File: config.mk
export PLATFORM = sky130hd
export DESIGN_NAME = tick_process_scheduler_flat
export DESIGN_NICKNAME = d
export VERILOG_FILES = /design/src/sv/tps_pkg.sv /design/src/sv/tps_in_if.sv /design/src/sv/tps_out_if.sv /design/src/sv/tps_store.sv /design/src/sv/tps_seq.sv /design/src/sv/tick_process_scheduler.sv /design/src/flat_wrapper.sv
export SDC_FILE = /design/constraint.sdc
export NUM_CORES = 1
export LEC_CHECK = 0
export BUFFER_PORTS_ARGS = -buffer_cell sky130_fd_sc_hd__buf_2
export CORE_MARGIN = 2
export CORE_UTILIZATION = 55
export CTS_CLUSTER_SIZE = 12
export DETAILED_ROUTE_END_ITERATION = 8
export HOLD_SLACK_MARGIN = 0.12
export PLACE_DENSITY = 0.79
export SYNTH_ARGS = -nofsm -noshare
export SYNTH_HDL_FRONTEND = slang
export SYNTH_SLANG_ARGS = --single-unit
File: constraint.sdc
create_clock -name i_clk -period 36.8 [get_ports i_clk]
set_input_delay 3.68 -clock i_clk [delete_from_list [all_inputs] [get_ports i_clk]]
set_output_delay 3.68 -clock i_clk [all_outputs]
set_load 0.02 [all_outputs]
File: src/sv/tps_pkg.sv
`timescale 1ns / 1ps
// ----------------------------------------------------------------------------
// tps_pkg
// shared types, widths and codes of the tick process scheduler
// ----------------------------------------------------------------------------
package tps_pkg;

    // default table depth
    localparam int MAX_ENTRIES_DEF = 16;

    // field widths
    localparam int OP_W       = 2;
    localparam int IDX_W      = 4;
    localparam int BURST_W    = 16;
    localparam int ARR_W      = 16;
    localparam int PRIO_W     = 8;
    localparam int TIME_W     = 16;
    localparam int WAIT_W     = 16;
    localparam int KEY_W      = 16;
    localparam int POLICY_W   = 2;
    localparam int PCOUNT_W   = 5;
    localparam int CFG_IDX_W  = 2;
    localparam int CFG_DATA_W = 5;

    // process word layout: remaining, arrival, priority
    localparam int PROC_W   = BURST_W + ARR_W + PRIO_W;
    localparam int PRIO_LO  = 0;
    localparam int ARR_LO   = PRIO_W;
    localparam int REM_LO   = PRIO_W + ARR_W;

    // saturation limits
    localparam logic [TIME_W-1:0] TIME_MAX = '1;
    localparam logic [WAIT_W-1:0] WAIT_MAX = '1;

    // opcodes
    localparam logic [OP_W-1:0] OP_LOAD = 2'd0;
    localparam logic [OP_W-1:0] OP_TICK = 2'd1;
    localparam logic [OP_W-1:0] OP_READ = 2'd2;

    // selection keys
    localparam logic [POLICY_W-1:0] KEY_REMAIN   = 2'd0;
    localparam logic [POLICY_W-1:0] KEY_ARRIVAL  = 2'd1;
    localparam logic [POLICY_W-1:0] KEY_PRIORITY = 2'd2;

    // configuration register indexes
    localparam logic [CFG_IDX_W-1:0] CFG_POLICY  = 2'd0;
    localparam logic [CFG_IDX_W-1:0] CFG_PREEMPT = 2'd1;
    localparam logic [CFG_IDX_W-1:0] CFG_PCOUNT  = 2'd2;

    // configuration reset values
    localparam logic [POLICY_W-1:0] POLICY_RST  = KEY_ARRIVAL;
    localparam logic                PREEMPT_RST = 1'b1;
    localparam logic [PCOUNT_W-1:0] PCOUNT_RST  = '0;

    typedef struct packed {
        logic [POLICY_W-1:0] policy_key;
        logic                preempt_enable;
        logic [PCOUNT_W-1:0] process_count;
    } t_cfg;

    typedef struct packed {
        logic              ran_valid;
        logic [IDX_W-1:0]  ran_index;
        logic              ran_finished;
        logic [TIME_W-1:0] tick_count;
        logic [WAIT_W-1:0] waited_ticks;
    } t_result;

    typedef enum logic [2:0] {
        S_IDLE,
        S_READ,
        S_SCAN,
        S_PICK,
        S_UPDATE,
        S_DONE
    } t_state;

endpackage

File: src/sv/tps_in_if.sv
`timescale 1ns / 1ps
// ----------------------------------------------------------------------------
// tps_in_if
// command channel: one load, tick or read transaction per handshake
// ----------------------------------------------------------------------------
interface tps_in_if import tps_pkg::*; ();
    logic               valid;
    logic               ready;
    logic [OP_W-1:0]    opcode;
    logic [IDX_W-1:0]   entry_index;
    logic [BURST_W-1:0] burst_length;
    logic [ARR_W-1:0]   arrival_tick;
    logic [PRIO_W-1:0]  priority_level;

    modport source (
        output valid, opcode, entry_index, burst_length, arrival_tick, priority_level,
        input  ready
    );

    modport sink (
        input  valid, opcode, entry_index, burst_length, arrival_tick, priority_level,
        output ready
    );
endinterface

File: src/sv/tps_out_if.sv
`timescale 1ns / 1ps
// ----------------------------------------------------------------------------
// tps_out_if
// result channel: one result transaction per command
// ----------------------------------------------------------------------------
interface tps_out_if import tps_pkg::*; ();
    logic              valid;
    logic              ready;
    logic              ran_valid;
    logic [IDX_W-1:0]  ran_index;
    logic              ran_finished;
    logic [TIME_W-1:0] tick_count;
    logic [WAIT_W-1:0] waited_ticks;

    modport source (
        output valid, ran_valid, ran_index, ran_finished, tick_count, waited_ticks,
        input  ready
    );

    modport sink (
        input  valid, ran_valid, ran_index, ran_finished, tick_count, waited_ticks,
        output ready
    );
endinterface

File: src/sv/tps_store.sv
`timescale 1ns / 1ps
// ----------------------------------------------------------------------------
// tps_store
// process table and waiting counts, each a one-write one-read memory
// ----------------------------------------------------------------------------
module tps_store import tps_pkg::*; #(
    parameter int MAX_ENTRIES = MAX_ENTRIES_DEF,
    localparam int IW = $clog2(MAX_ENTRIES)
) (
    input  logic              i_clk,
    input  logic              i_proc_we,
    input  logic [IW-1:0]     i_proc_waddr,
    input  logic [PROC_W-1:0] i_proc_wdata,
    input  logic [IW-1:0]     i_proc_raddr,
    output logic [PROC_W-1:0] o_proc_rdata,
    input  logic              i_wait_we,
    input  logic [IW-1:0]     i_wait_waddr,
    input  logic [WAIT_W-1:0] i_wait_wdata,
    input  logic [IW-1:0]     i_wait_raddr,
    output logic [WAIT_W-1:0] o_wait_rdata
);

    logic [PROC_W-1:0] r_proc_mem [MAX_ENTRIES];
    logic [WAIT_W-1:0] r_wait_mem [MAX_ENTRIES];
    logic [PROC_W-1:0] r_proc_rdata;
    logic [WAIT_W-1:0] r_wait_rdata;

    // process table: write port and registered read
    always_ff @(posedge i_clk) begin
        if (i_proc_we) begin
            r_proc_mem[i_proc_waddr] <= i_proc_wdata;
        end
        r_proc_rdata <= r_proc_mem[i_proc_raddr];
    end

    // waiting counts: write port and registered read
    always_ff @(posedge i_clk) begin
        if (i_wait_we) begin
            r_wait_mem[i_wait_waddr] <= i_wait_wdata;
        end
        r_wait_rdata <= r_wait_mem[i_wait_raddr];
    end

    assign o_proc_rdata = r_proc_rdata;
    assign o_wait_rdata = r_wait_rdata;

endmodule

File: src/sv/tps_seq.sv
`timescale 1ns / 1ps
// ----------------------------------------------------------------------------
// tps_seq
// command sequencer: load, read, and the one or two table passes of a tick
// ----------------------------------------------------------------------------
module tps_seq import tps_pkg::*; #(
    parameter int MAX_ENTRIES = MAX_ENTRIES_DEF,
    localparam int IW = $clog2(MAX_ENTRIES)
) (
    input  logic               i_clk,
    input  logic               i_rst_n,
    input  t_cfg               i_cfg,
    // command transaction
    input  logic               i_cmd_valid,
    output logic               o_cmd_ready,
    input  logic [OP_W-1:0]    i_opcode,
    input  logic [IDX_W-1:0]   i_entry_index,
    input  logic [BURST_W-1:0] i_burst_length,
    input  logic [ARR_W-1:0]   i_arrival_tick,
    input  logic [PRIO_W-1:0]  i_priority_level,
    // memory ports
    output logic               o_proc_we,
    output logic [IW-1:0]      o_proc_waddr,
    output logic [PROC_W-1:0]  o_proc_wdata,
    output logic [IW-1:0]      o_proc_raddr,
    input  logic [PROC_W-1:0]  i_proc_rdata,
    output logic               o_wait_we,
    output logic [IW-1:0]      o_wait_waddr,
    output logic [WAIT_W-1:0]  o_wait_wdata,
    output logic [IW-1:0]      o_wait_raddr,
    input  logic [WAIT_W-1:0]  i_wait_rdata,
    // result hand-off
    output logic               o_res_valid,
    input  logic               i_res_ready,
    output t_result            o_res
);

    localparam int CW = $clog2(MAX_ENTRIES + 1);
    localparam int PW = (CW > PCOUNT_W) ? CW : PCOUNT_W;
    localparam int XW = (CW > IDX_W) ? CW : IDX_W;

    t_state r_state, n_state;

    logic [CW-1:0]          r_cnt, n_cnt;
    logic                   r_rd_vld, n_rd_vld;
    logic [IW-1:0]          r_rd_idx, n_rd_idx;
    logic                   r_idx_ok, n_idx_ok;
    logic [MAX_ENTRIES-1:0] r_ready, n_ready;
    logic [MAX_ENTRIES-1:0] r_done, n_done;
    logic [TIME_W-1:0]      r_time, n_time;
    logic [IW-1:0]          r_held_idx, n_held_idx;
    logic                   r_held_vld, n_held_vld;
    logic                   r_held_ok, n_held_ok;
    logic [PROC_W-1:0]      r_held_word, n_held_word;
    logic                   r_found, n_found;
    logic [IW-1:0]          r_best_idx, n_best_idx;
    logic [KEY_W-1:0]       r_best_key, n_best_key;
    logic [PROC_W-1:0]      r_best_word, n_best_word;
    logic [IW-1:0]          r_pick_idx, n_pick_idx;
    logic                   r_ran_valid, n_ran_valid;
    logic                   r_ran_finished, n_ran_finished;
    logic [WAIT_W-1:0]      r_waited, n_waited;

    logic [PW-1:0]     cnt_ext;
    logic [CW-1:0]     n_use;
    logic              accept;
    logic              idx_ok;
    logic [IW-1:0]     idx_addr;
    logic              issue;
    logic              pass_end;
    logic [TIME_W-1:0] time_inc;
    logic [ARR_W-1:0]  rd_arrival;
    logic              rd_ready;
    logic              rd_runnable;
    logic [KEY_W-1:0]  rd_key;
    logic              keep_held;
    logic [IW-1:0]     pick_idx;
    logic [PROC_W-1:0] pick_word;
    logic [BURST_W-1:0] pick_rem;
    logic              pick_fin;

    // entries scanned by a tick
    assign cnt_ext = PW'(i_cfg.process_count);
    assign n_use   = (cnt_ext > PW'(MAX_ENTRIES)) ? CW'(MAX_ENTRIES) : CW'(cnt_ext);

    // addressed entry of a load or read
    assign idx_ok   = XW'(i_entry_index) < XW'(MAX_ENTRIES);
    assign idx_addr = IW'(i_entry_index);

    assign accept   = (r_state == S_IDLE) && i_cmd_valid;
    assign issue    = r_cnt < n_use;
    assign pass_end = !issue && !r_rd_vld;
    assign time_inc = (r_time != TIME_MAX) ? r_time + 1'b1 : r_time;

    // entry coming out of the process table during the scan
    assign rd_arrival  = i_proc_rdata[ARR_LO +: ARR_W];
    assign rd_ready    = r_ready[r_rd_idx] || (rd_arrival == r_time);
    assign rd_runnable = rd_ready && !r_done[r_rd_idx];

    always_comb begin
        case (i_cfg.policy_key)
            KEY_REMAIN:   rd_key = i_proc_rdata[REM_LO +: BURST_W];
            KEY_PRIORITY: rd_key = KEY_W'(i_proc_rdata[PRIO_LO +: PRIO_W]);
            default:      rd_key = rd_arrival;
        endcase
    end

    // choice of the entry that runs
    assign keep_held = !i_cfg.preempt_enable && r_held_vld && r_held_ok;
    assign pick_idx  = keep_held ? r_held_idx : r_best_idx;
    assign pick_word = keep_held ? r_held_word : r_best_word;
    assign pick_rem  = pick_word[REM_LO +: BURST_W];
    assign pick_fin  = pick_rem <= BURST_W'(1);

    // next state
    always_comb begin
        n_state = r_state;
        case (r_state)
            S_IDLE: begin
                if (i_cmd_valid) begin
                    case (i_opcode)
                        OP_TICK: n_state = S_SCAN;
                        OP_READ: n_state = S_READ;
                        default: n_state = S_DONE;
                    endcase
                end
            end
            S_READ: n_state = S_DONE;
            S_SCAN: begin
                if (pass_end) begin
                    n_state = S_PICK;
                end
            end
            S_PICK: begin
                if (keep_held || r_found) begin
                    n_state = S_UPDATE;
                end else begin
                    n_state = S_DONE;
                end
            end
            S_UPDATE: begin
                if (pass_end) begin
                    n_state = S_DONE;
                end
            end
            S_DONE: begin
                if (i_res_ready) begin
                    n_state = S_IDLE;
                end
            end
            default: n_state = S_IDLE;
        endcase
    end

    // datapath and memory ports
    always_comb begin
        n_cnt          = r_cnt;
        n_rd_vld       = 1'b0;
        n_rd_idx       = r_rd_idx;
        n_idx_ok       = r_idx_ok;
        n_ready        = r_ready;
        n_done         = r_done;
        n_time         = r_time;
        n_held_idx     = r_held_idx;
        n_held_vld     = r_held_vld;
        n_held_ok      = r_held_ok;
        n_held_word    = r_held_word;
        n_found        = r_found;
        n_best_idx     = r_best_idx;
        n_best_key     = r_best_key;
        n_best_word    = r_best_word;
        n_pick_idx     = r_pick_idx;
        n_ran_valid    = r_ran_valid;
        n_ran_finished = r_ran_finished;
        n_waited       = r_waited;
        o_proc_we      = 1'b0;
        o_proc_waddr   = idx_addr;
        o_proc_wdata   = {i_burst_length, i_arrival_tick, i_priority_level};
        o_proc_raddr   = r_cnt[IW-1:0];
        o_wait_we      = 1'b0;
        o_wait_waddr   = idx_addr;
        o_wait_wdata   = '0;
        o_wait_raddr   = r_cnt[IW-1:0];
        case (r_state)
            S_IDLE: begin
                o_wait_raddr = idx_addr;
                if (accept) begin
                    n_ran_valid    = 1'b0;
                    n_ran_finished = 1'b0;
                    n_waited       = '0;
                    n_idx_ok       = idx_ok;
                    n_cnt          = '0;
                    n_found        = 1'b0;
                    n_held_ok      = 1'b0;
                    // load writes the entry and sets its flags at once
                    if (i_opcode == OP_LOAD && idx_ok) begin
                        o_proc_we          = 1'b1;
                        o_wait_we          = 1'b1;
                        n_ready[idx_addr]  = 1'b0;
                        n_done[idx_addr]   = (i_burst_length == '0);
                        if (r_held_vld && r_held_idx == idx_addr) begin
                            n_held_vld = 1'b0;
                        end
                    end
                end
            end
            S_READ: begin
                n_waited = r_idx_ok ? i_wait_rdata : '0;
            end
            S_SCAN: begin
                // issue the next table read
                if (issue) begin
                    n_rd_vld = 1'b1;
                    n_rd_idx = r_cnt[IW-1:0];
                    n_cnt    = CW'(r_cnt + 1'b1);
                end
                // mark arrivals and keep the running minimum
                if (r_rd_vld) begin
                    n_ready[r_rd_idx] = rd_ready;
                    if (rd_runnable && (!r_found || rd_key < r_best_key)) begin
                        n_found     = 1'b1;
                        n_best_idx  = r_rd_idx;
                        n_best_key  = rd_key;
                        n_best_word = i_proc_rdata;
                    end
                    if (r_rd_idx == r_held_idx) begin
                        n_held_ok   = rd_runnable;
                        n_held_word = i_proc_rdata;
                    end
                end
            end
            S_PICK: begin
                n_cnt = '0;
                if (keep_held || r_found) begin
                    // run the picked entry for one tick
                    o_proc_we    = 1'b1;
                    o_proc_waddr = pick_idx;
                    o_proc_wdata = {pick_fin ? BURST_W'(0) : BURST_W'(pick_rem - 1'b1),
                                    pick_word[REM_LO-1:0]};
                    n_pick_idx     = pick_idx;
                    n_ran_valid    = 1'b1;
                    n_ran_finished = pick_fin;
                    if (pick_fin) begin
                        n_done[pick_idx] = 1'b1;
                        n_held_vld       = 1'b0;
                    end else begin
                        n_held_vld = 1'b1;
                        n_held_idx = pick_idx;
                    end
                end else begin
                    n_held_vld = 1'b0;
                    n_time     = time_inc;
                end
            end
            S_UPDATE: begin
                if (issue) begin
                    n_rd_vld = 1'b1;
                    n_rd_idx = r_cnt[IW-1:0];
                    n_cnt    = CW'(r_cnt + 1'b1);
                end
                // every other runnable entry waits one tick
                o_wait_waddr = r_rd_idx;
                o_wait_wdata = i_wait_rdata + 1'b1;
                o_wait_we    = r_rd_vld && r_ready[r_rd_idx] && !r_done[r_rd_idx]
                               && (r_rd_idx != r_pick_idx) && (i_wait_rdata != WAIT_MAX);
                if (pass_end) begin
                    n_time = time_inc;
                end
            end
            S_DONE: begin
            end
            default: begin
            end
        endcase
    end

    // result and handshake outputs
    assign o_cmd_ready         = (r_state == S_IDLE);
    assign o_res_valid         = (r_state == S_DONE);
    assign o_res.ran_valid     = r_ran_valid;
    assign o_res.ran_index     = r_ran_valid ? IDX_W'(r_pick_idx) : '0;
    assign o_res.ran_finished  = r_ran_finished;
    assign o_res.tick_count    = r_time;
    assign o_res.waited_ticks  = r_waited;

    // control state
    always_ff @(posedge i_clk) begin
        if (!i_rst_n) begin
            r_state     <= S_IDLE;
            r_rd_vld    <= 1'b0;
            r_cnt       <= '0;
            r_ready     <= '0;
            r_done      <= '0;
            r_time      <= '0;
            r_held_idx  <= '0;
            r_held_vld  <= 1'b0;
            r_ran_valid <= 1'b0;
        end else begin
            r_state     <= n_state;
            r_rd_vld    <= n_rd_vld;
            r_cnt       <= n_cnt;
            r_ready     <= n_ready;
            r_done      <= n_done;
            r_time      <= n_time;
            r_held_idx  <= n_held_idx;
            r_held_vld  <= n_held_vld;
            r_ran_valid <= n_ran_valid;
        end
    end

    // working registers of the current command
    always_ff @(posedge i_clk) begin
        r_rd_idx       <= n_rd_idx;
        r_idx_ok       <= n_idx_ok;
        r_held_ok      <= n_held_ok;
        r_held_word    <= n_held_word;
        r_found        <= n_found;
        r_best_idx     <= n_best_idx;
        r_best_key     <= n_best_key;
        r_best_word    <= n_best_word;
        r_pick_idx     <= n_pick_idx;
        r_ran_finished <= n_ran_finished;
        r_waited       <= n_waited;
    end

endmodule

File: src/sv/tick_process_scheduler.sv
// sequence: load and unknown commands go straight to the result, read via a read state,
//   tick scans the N entries in use, then picks, then if an entry runs makes a second pass
// one command at a time, taken only once the last result is handed on; each pass reads
//   one entry a cycle through the single read port of each memory
// reset: synchronous, clears flags, time, hold and control; tables keep their contents
`timescale 1ns / 1ps
// ----------------------------------------------------------------------------
// tick_process_scheduler
// tick driven process scheduler with a table of entries; each tick marks
// arrivals, picks the runnable entry with the lowest key and runs it
// ----------------------------------------------------------------------------
module tick_process_scheduler import tps_pkg::*; #(
    parameter int MAX_ENTRIES = MAX_ENTRIES_DEF
) (
    input  logic                  i_clk,
    input  logic                  i_rst_n,
    tps_in_if.sink                i_cmd,
    tps_out_if.source             o_rsp,
    input  logic                  i_cfg_we,
    input  logic [CFG_IDX_W-1:0]  i_cfg_index,
    input  logic [CFG_DATA_W-1:0] i_cfg_data
);

    localparam int IW = $clog2(MAX_ENTRIES);

    t_cfg    r_cfg;
    logic    r_out_valid;
    t_result r_out;

    logic              proc_we;
    logic [IW-1:0]     proc_waddr;
    logic [PROC_W-1:0] proc_wdata;
    logic [IW-1:0]     proc_raddr;
    logic [PROC_W-1:0] proc_rdata;
    logic              wait_we;
    logic [IW-1:0]     wait_waddr;
    logic [WAIT_W-1:0] wait_wdata;
    logic [IW-1:0]     wait_raddr;
    logic [WAIT_W-1:0] wait_rdata;
    logic              res_valid;
    logic              res_ready;
    t_result           res;

    // configuration registers
    always_ff @(posedge i_clk) begin
        if (!i_rst_n) begin
            r_cfg.policy_key     <= POLICY_RST;
            r_cfg.preempt_enable <= PREEMPT_RST;
            r_cfg.process_count  <= PCOUNT_RST;
        end else if (i_cfg_we) begin
            case (i_cfg_index)
                CFG_POLICY:  r_cfg.policy_key     <= i_cfg_data[POLICY_W-1:0];
                CFG_PREEMPT: r_cfg.preempt_enable <= i_cfg_data[0];
                CFG_PCOUNT:  r_cfg.process_count  <= i_cfg_data[PCOUNT_W-1:0];
                default: begin
                end
            endcase
        end
    end

    tps_store #(
        .MAX_ENTRIES (MAX_ENTRIES)
    ) u_store (
        .i_clk        (i_clk),
        .i_proc_we    (proc_we),
        .i_proc_waddr (proc_waddr),
        .i_proc_wdata (proc_wdata),
        .i_proc_raddr (proc_raddr),
        .o_proc_rdata (proc_rdata),
        .i_wait_we    (wait_we),
        .i_wait_waddr (wait_waddr),
        .i_wait_wdata (wait_wdata),
        .i_wait_raddr (wait_raddr),
        .o_wait_rdata (wait_rdata)
    );

    tps_seq #(
        .MAX_ENTRIES (MAX_ENTRIES)
    ) u_seq (
        .i_clk            (i_clk),
        .i_rst_n          (i_rst_n),
        .i_cfg            (r_cfg),
        .i_cmd_valid      (i_cmd.valid),
        .o_cmd_ready      (i_cmd.ready),
        .i_opcode         (i_cmd.opcode),
        .i_entry_index    (i_cmd.entry_index),
        .i_burst_length   (i_cmd.burst_length),
        .i_arrival_tick   (i_cmd.arrival_tick),
        .i_priority_level (i_cmd.priority_level),
        .o_proc_we        (proc_we),
        .o_proc_waddr     (proc_waddr),
        .o_proc_wdata     (proc_wdata),
        .o_proc_raddr     (proc_raddr),
        .i_proc_rdata     (proc_rdata),
        .o_wait_we        (wait_we),
        .o_wait_waddr     (wait_waddr),
        .o_wait_wdata     (wait_wdata),
        .o_wait_raddr     (wait_raddr),
        .i_wait_rdata     (wait_rdata),
        .o_res_valid      (res_valid),
        .i_res_ready      (res_ready),
        .o_res            (res)
    );

    // output register, free when empty or being taken
    assign res_ready = !r_out_valid || o_rsp.ready;

    always_ff @(posedge i_clk) begin
        if (!i_rst_n) begin
            r_out_valid <= 1'b0;
        end else if (res_ready) begin
            r_out_valid <= res_valid;
        end
    end

    always_ff @(posedge i_clk) begin
        if (res_valid && res_ready) begin
            r_out <= res;
        end
    end

    // result transaction
    assign o_rsp.valid        = r_out_valid;
    assign o_rsp.ran_valid    = r_out.ran_valid;
    assign o_rsp.ran_index    = r_out.ran_index;
    assign o_rsp.ran_finished = r_out.ran_finished;
    assign o_rsp.tick_count   = r_out.tick_count;
    assign o_rsp.waited_ticks = r_out.waited_ticks;

endmodule

File: src/flat_wrapper.sv
// flat-port wrapper written by rule: the top's interface ports become plain ports
module tick_process_scheduler_flat import tps_pkg::*;
#(
    parameter int MAX_ENTRIES = MAX_ENTRIES_DEF
)
  (i_clk, i_rst_n, i_cfg_we, i_cfg_index, i_cfg_data, i_cmd_valid, i_cmd_opcode, i_cmd_entry_index, i_cmd_burst_length, i_cmd_arrival_tick, i_cmd_priority_level, i_cmd_ready, o_rsp_valid, o_rsp_ran_valid, o_rsp_ran_index, o_rsp_ran_finished, o_rsp_tick_count, o_rsp_waited_ticks, o_rsp_ready);
  tps_in_if i_cmd_i ();
  tps_out_if o_rsp_i ();
  input  logic i_clk;
  input  logic i_rst_n;
  input  logic i_cfg_we;
  input  logic [CFG_IDX_W-1:0] i_cfg_index;
  input  logic [CFG_DATA_W-1:0] i_cfg_data;
  input wire logic [$bits(i_cmd_i.valid)-1:0] i_cmd_valid;
  input wire logic [$bits(i_cmd_i.opcode)-1:0] i_cmd_opcode;
  input wire logic [$bits(i_cmd_i.entry_index)-1:0] i_cmd_entry_index;
  input wire logic [$bits(i_cmd_i.burst_length)-1:0] i_cmd_burst_length;
  input wire logic [$bits(i_cmd_i.arrival_tick)-1:0] i_cmd_arrival_tick;
  input wire logic [$bits(i_cmd_i.priority_level)-1:0] i_cmd_priority_level;
  output wire logic [$bits(i_cmd_i.ready)-1:0] i_cmd_ready;
  output wire logic [$bits(o_rsp_i.valid)-1:0] o_rsp_valid;
  output wire logic [$bits(o_rsp_i.ran_valid)-1:0] o_rsp_ran_valid;
  output wire logic [$bits(o_rsp_i.ran_index)-1:0] o_rsp_ran_index;
  output wire logic [$bits(o_rsp_i.ran_finished)-1:0] o_rsp_ran_finished;
  output wire logic [$bits(o_rsp_i.tick_count)-1:0] o_rsp_tick_count;
  output wire logic [$bits(o_rsp_i.waited_ticks)-1:0] o_rsp_waited_ticks;
  input wire logic [$bits(o_rsp_i.ready)-1:0] o_rsp_ready;
  assign i_cmd_i.valid = i_cmd_valid;
  assign i_cmd_i.opcode = i_cmd_opcode;
  assign i_cmd_i.entry_index = i_cmd_entry_index;
  assign i_cmd_i.burst_length = i_cmd_burst_length;
  assign i_cmd_i.arrival_tick = i_cmd_arrival_tick;
  assign i_cmd_i.priority_level = i_cmd_priority_level;
  assign i_cmd_ready = i_cmd_i.ready;
  assign o_rsp_valid = o_rsp_i.valid;
  assign o_rsp_ran_valid = o_rsp_i.ran_valid;
  assign o_rsp_ran_index = o_rsp_i.ran_index;
  assign o_rsp_ran_finished = o_rsp_i.ran_finished;
  assign o_rsp_tick_count = o_rsp_i.tick_count;
  assign o_rsp_waited_ticks = o_rsp_i.waited_ticks;
  assign o_rsp_i.ready = o_rsp_ready;
  tick_process_scheduler #(.MAX_ENTRIES(MAX_ENTRIES)) u_core (.i_clk(i_clk), .i_rst_n(i_rst_n), .i_cmd(i_cmd_i), .o_rsp(o_rsp_i), .i_cfg_we(i_cfg_we), .i_cfg_index(i_cfg_index), .i_cfg_data(i_cfg_data));
endmodule
-- Word level (Yosys, flattened, before mapping)
Memory sizes are Yosys's and may differ from the RTL's. A register that Yosys moved wholly into a read port is not among the register bits.
Index checks and enable logic that the tools add are counted.
- mux-type cells: 76
- reductions and logical operators: 55
- bitwise gates (word level): 4
- magnitude comparators: 10
- eq/ne operators: 30
- add/subtract/negate cells: 4
- operators by type and width (operator ; number):
    $mux W16 ; 13
    $pmux W16 S2 ; 5
    $mux W40 ; 3
    $add A16 B1 Y16 const B ; 2
    $bwmux W16 ; 2
    $ne A16 B16 Y1 const B ; 2
    $mux W1 ; 26
    $mux W4 ; 5
    $ne A2 B2 Y1 const B ; 10
    $reduce_and A4 Y1 ; 5
    $pmux W3 S6 ; 1
    $reduce_and A3 Y1 ; 6
    $and A16 B16 Y16 ; 1
    $eq A16 B16 Y1 ; 1
    $le A16 B1 Y1 const B ; 1
    $logic_not A16 Y1 ; 1
    $lt A16 B16 Y1 ; 1
    $not A16 Y16 ; 1
    $or A16 B16 Y16 ; 1
    $sub A16 B1 Y16 const B ; 1
    $logic_and A1 B1 Y1 ; 15
    $lt A4 B5 Y1 const B ; 3
    $mux W5 ; 3
    $pmux W5 S3 ; 1
    other kinds (27) ; 69
- output and inout port bits: 40
- bits in writable memories: 896
- word-level logic and storage cells: 209
- memories kept: 2
- register bits after elaboration: 237
- memories (name ; depth ; width ; read ports ; clocked after Yosys merged registers in ; wr ports ; RTL line ; source):
    u_core.u_store.r_proc_mem ; 16 ; 40 ; 1 ; 1 ; 1 ; tps_store.sv:23 ; logic [PROC_W-1:0] r_proc_mem [MAX_ENTRIES];
    u_core.u_store.r_wait_mem ; 16 ; 16 ; 1 ; 1 ; 1 ; tps_store.sv:24 ; logic [WAIT_W-1:0] r_wait_mem [MAX_ENTRIES];

-- Longest topological paths before layout
- word-level depth: 12
- gate-level depth with buffers: 15

-- Cells and area by module
A second synthesis with hierarchy kept.
- cell total of the unflattened synthesis: 2666
- area, all modules: 47655.7 um^2
- modules (own cells, without submodules) (module ; cells an instance ; area each (um^2) ; instances):
    tps_store ; 1472 ; 35117.4 ; 1
    tps_seq ; 1116 ; 11008.1 ; 1
    tick_process_scheduler ; 78 ; 1530.2 ; 1

-- Least setup slack after synthesis
Ideal clock, no wire load.
- path kind: flip-flop to flip-flop
- start point: reg u_core.r_cfg[7] in the netlist's numbering
- end point: reg u_core.u_seq.r_best_idx[0] (enable)
- path slack: 24563 ps
- buffers on the path: 1
- required time: 35996 ps
- period minus slack after synthesis: 12237 ps
- cell stages (with the launch flop): 10
- arrival time: 11433 ps
- cell sequence: dfxtp_1 -> clkbuf_1 -> mux2i_1 -> o21ai_0 -> ha_1 -> nand4_1 -> nor4_1 -> a2111oi_0 -> o21ai_0 -> a2111oi_0
- longest elaborated chain between the ends: 6
- elaborated cells on any way between the ends: 7
- classes of those cells: 1 x order compare; 1 x eq/ne; 1 x mux; 4 x reduce/logical
- ends and longest elaborated chain (element ; RTL line ; source):
    start: declaration ; tick_process_scheduler.sv:26 ; t_cfg r_cfg;
    $eq A2 B2 Y1 / $logic_not A2 Y1 (equally long branches) ; tps_seq.sv:101 ; case (i_cfg.policy_key)
    $pmux W16 S2 * ; tps_seq.sv:101 ;
    named net u_core.u_seq.rd_key[6] ; tps_seq.sv:75 ; logic [KEY_W-1:0] rd_key;
    $lt A16 B16 Y1 * ; tps_seq.sv:220 ; if (rd_runnable && (!r_found || rd_key < r_best_key)) begin
    $logic_or A1 B1 Y1 * ; tps_seq.sv:220 ;
    $logic_and A1 B1 Y1 * ; tps_seq.sv:220 ;
    $reduce_and A3 Y1 (no line) * ; - ;
    end signal: assignment ; tps_seq.sv:318 ; r_best_idx <= n_best_idx;
    end: declaration ; tps_seq.sv:56 ; logic [IW-1:0] r_best_idx, n_best_idx;
Mark *: on every way through the listed nets, which the timed path passes. The rest lies on a longest branch.
A chain may end at the register's enable or synchronous reset.

-- Final worst setup path
- start point: in i_cmd_opcode[1]
- end point: mem u_core.u_store.r_proc_mem[1][13] in the netlist's numbering (enable)
- longest elaborated chain between the ends: 6
- ends and longest elaborated chain (element ; RTL line ; source):
    start: declaration ; flat_wrapper.sv:15 ; input wire logic [$bits(i_cmd_i.opcode)-1:0] i_cmd_opcode;
    $logic_not A2 Y1 ; tps_seq.sv:196 ; if (i_opcode == OP_LOAD && idx_ok) begin
    $mux W1 ; tps_seq.sv:196 ;
    $mux W1 ; tps_seq.sv:187 ; if (accept) begin
    $pmux W1 S2 ; tps_seq.sv:184 ; case (r_state)
    $mux W1 ; tps_store.sv:30 ; if (i_proc_we) begin
    $mux W1 (not written as such) ; tps_store.sv:31 ; r_proc_mem[i_proc_waddr] <= i_proc_wdata;
    end: declaration ; tps_store.sv:23 ;
No other way between the ends.

==> flow_summary.toml <==
[outcome]
status = "completed"

[setup_path]
critical_path.max_fanout = 27
required_ps = 37130
crit_chain = "buf_2 > inv_1 > ha_1 > and3_1 > nand2_1 > a21boi_0 > buf_4 > nor2_4 > buf_4"
path_common_cell = "buf_4"
slowest_stage = "buf_4"
cp.arrival_ps = 6090
worstSetupPathType = "in2reg"
max_stage_delay_ps = 510
crit_path_start_kind = "input port"
worst_setup_path_end_kind = "flip-flop"

[logic_synthesis]
synth_area_leader_cell = "edfxtp_1"
yosys_warnings = 0
synth.distinct_cells = 74
yosys_register_bits = 1189
yosysMostFrequentCell = "edfxtp_1"
synthCells = 2676
synth_ff_type = "edfxtp_1"
syn-num-nets = 2761
seq_area_frac_synth_pct = 72.3
synth-edff-count = 1061
synth_top_area_share_pct = 66.9
netlist_area_sq_um = 47600
async_flop_share_pct = 0
synthTopCellsByArea = "edfxtp_1 67%, mux4_2 13%, dfxtp_1 5.4%, nand2_1 1.3%, nor2_1 1.2%"
synth_common_cells = "1061 x edfxtp_1, 273 x mux4_2, 166 x nand2_1, 157 x nor2_1, 128 x dfxtp_1"
syn_area_per_cell_sq_um = 17.8

[timing]
final-setup-viol-count = 0
tightestPinTransition_ps = 1380
fin_crit_ps = 5770
fin_crit_sh_pct = 15.7
hold_viol = 0
finalSetupTns_ps = 0
finalClockSkew_ps = 29.8
slew_violations = 0
rsz0062_at_grt = "false"
max_freq_ghz = 0.173
slew_headroom_pct = 5.52

[layout]
drive_gt1_share_pct = 22.3
final_nets = 2899
fin_cells = 4057
diodes = 0
syn2layout_area_growth_pct = 12.0

[worst_hold_path]
hold_class = "reg2reg"

[die]
start_util_pct = 55.7
die_y_um = 298
die_area_sq_um = 88900
fp.dieW_um = 298
rows = 107
ios = 98
design.core.area_sq_um = 85400

[grt]
grt_pass1_vias = 26900
track_usage_pct = 26.4
grt-ovfl-total = 0
grt_max_degree = 77
grt_pass1_wl_um = 174000
grt_antenna_before_repair = 1

[placement]
dp_hpwl_um = 68300
place_congestion = 0.940
port_buffers = 97
dp.cells = 3840

[detailed_routing]
routedWlPerCell_um = 28.9
vias = 26700
firstDrtPassIters = 6
drt_wl_total_um = 117000
final_antenna_net_count = 0
drc = 0
viasPerCell = 6.59
drtIter0Drc = 3791

[clock_tree]
cts_buffer_depth = 3
cts_tree = "built"
cts_max_level = 3
numCtsBuffers = 116
post_cts_buffers = 0
clk_latency_ps = 700
cts.root.buffer_cell = "clkbuf_16"
hold_buffers = 0
clock-sinks = 1189
ctsResizeCount = 0
clk_pin_slew_ps = 60

[power]
vdd_drop_max_uv = 70.4
p_leak_nw = 17.0
power_density_nw_per_um2 = 56.7

[flow_run]
maxCapViolCount = 0
## through the flow
step / utilization, % / setup slack [ps] / area [sq um] / hold WS, ps / power (mW)
CTS: 62.4 / 31060 / 53300 / 419 / 3.04
global route: 62.4 / 30910 / 53300 / 425 / 3.11
floorplan: - / 24560 / 47600 / 400 / 1.81
global placement: 58.2 / 30360 / 49700 / 403 / 1.91
detailed placement: 58.2 / 30320 / 49700 / 405 / 1.92
finish: 62.4 / 31030 / 53300 / 418 / 3.02
## kinds of logic (layout without fill, tap and decap cells)
family                   count (synthesis)  after routing  synth area share [%]
multiplexers                           325            325                  14.0
AND/OR/NAND/NOR                        575            575                  5.78
adder cells (fa/ha/maj)                 27             27                 0.710
XOR/XNOR                                61             61                  1.12
buffers and inverters                  179            416                  1.47
AO/OA/AOI/OAI                          320            320                  4.57
flip-flops                            1189           1189                  72.3
## where the power goes
group	internal [mW]	switching (mW)
clock network	0.636	0.491
registers	1.53	0.0515
logic	0.144	0.174
total	2.31	0.717
## critical path, delay by kind of cell
kind	cells	cell delay [ps]
buf+inv	4	930
simple gates	3	1010
compound gates	1	160
fa+ha+maj	1	280
## final cells by class
type | instances | area, sq um
Clock buffer | 202 | 3390
Timing Repair Buffer | 165 | 996
Inverter | 34 | 128
Tap cell | 1144 | 1430
Multi-Input combinational cell | 1308 | 12700
Sequential cell | 1189 | 34400
Clock inverter | 15 | 203
Fill cell | 5775 | 32100
## flip-flops by register name (all words and copies together) (netlist names), 4 cells and up
register,flops
u_core.u_store.o_wait_rdata,16
u_core.r_cfg,8
u_core.u_seq.r_best_idx,4
u_core.u_store.o_proc_rdata,40
u_core.o_rsp.tick_count,16
u_core.o_rsp.ran_index,4
u_core.u_store.r_wait_mem,256
u_core.u_seq.r_waited,16
u_core.u_seq.r_done,16
u_core.u_seq.r_held_word,40
u_core.u_seq.r_cnt,5
u_core.u_seq.r_best_word,40
u_core.u_seq.r_best_key,16
u_core.u_seq.r_ready,16
u_core.u_seq.r_time,16
u_core.o_rsp.waited_ticks,16
u_core.u_seq.r_held_idx,4
u_core.u_seq.r_rd_idx,4
u_core.u_seq.r_pick_idx,4
u_core.u_store.r_proc_mem,640
## layer usage
layer / vias to the layer above / GRT usage (%) / share of wire, %
met4: 0 / 9.22 / 3.3
met1: 13800 / 36.8 / 38
met5: - / 0 / 0
li1: 11000 / - / -
met3: 251 / 4.94 / 9.6
met2: 1635 / 42.4 / 49
## cells in the final DEF, fill, tap and decap left out, types with 22 or more instances in the layout
cell type  synthesis  final
edfxtp_1        1061   1061
mux4_2           273    273
nand2_1          166    166
nor2_1           157    136
dfxtp_1          128    124
clkbuf_16          0    118
buf_2             15     97
clkbuf_1         101     72
o21ai_0           72     71
buf_4              1     68
a21oi_1           61     61
nor3_1            48     41
mux2i_1           41     39
nand3_1           39     39
inv_1             34     33
xnor2_1           33     33
a22oi_1           32     32
xor2_1            28     28
ha_1              27     27
and2_1            25     25
o211ai_1          25     25
a31oi_1           27     23
nand2b_1          22     22
## path summary, 6_finish.rpt
path	end	start	cells after the start	slack, ps
max	u_core.u_store.r_proc_mem[1][13]	i_cmd_opcode[1]	9	31030
min	u_core.o_rsp.waited_ticks[0]	u_core.u_seq.r_waited[0]	0	420
max reg2reg	u_core.u_seq.r_best_word[25]	u_core.r_cfg[6]	8	31700
min reg2reg	u_core.o_rsp.waited_ticks[0]	u_core.u_seq.r_waited[0]	0	420
No activity file was read; power rests on OpenSTA's default activity.
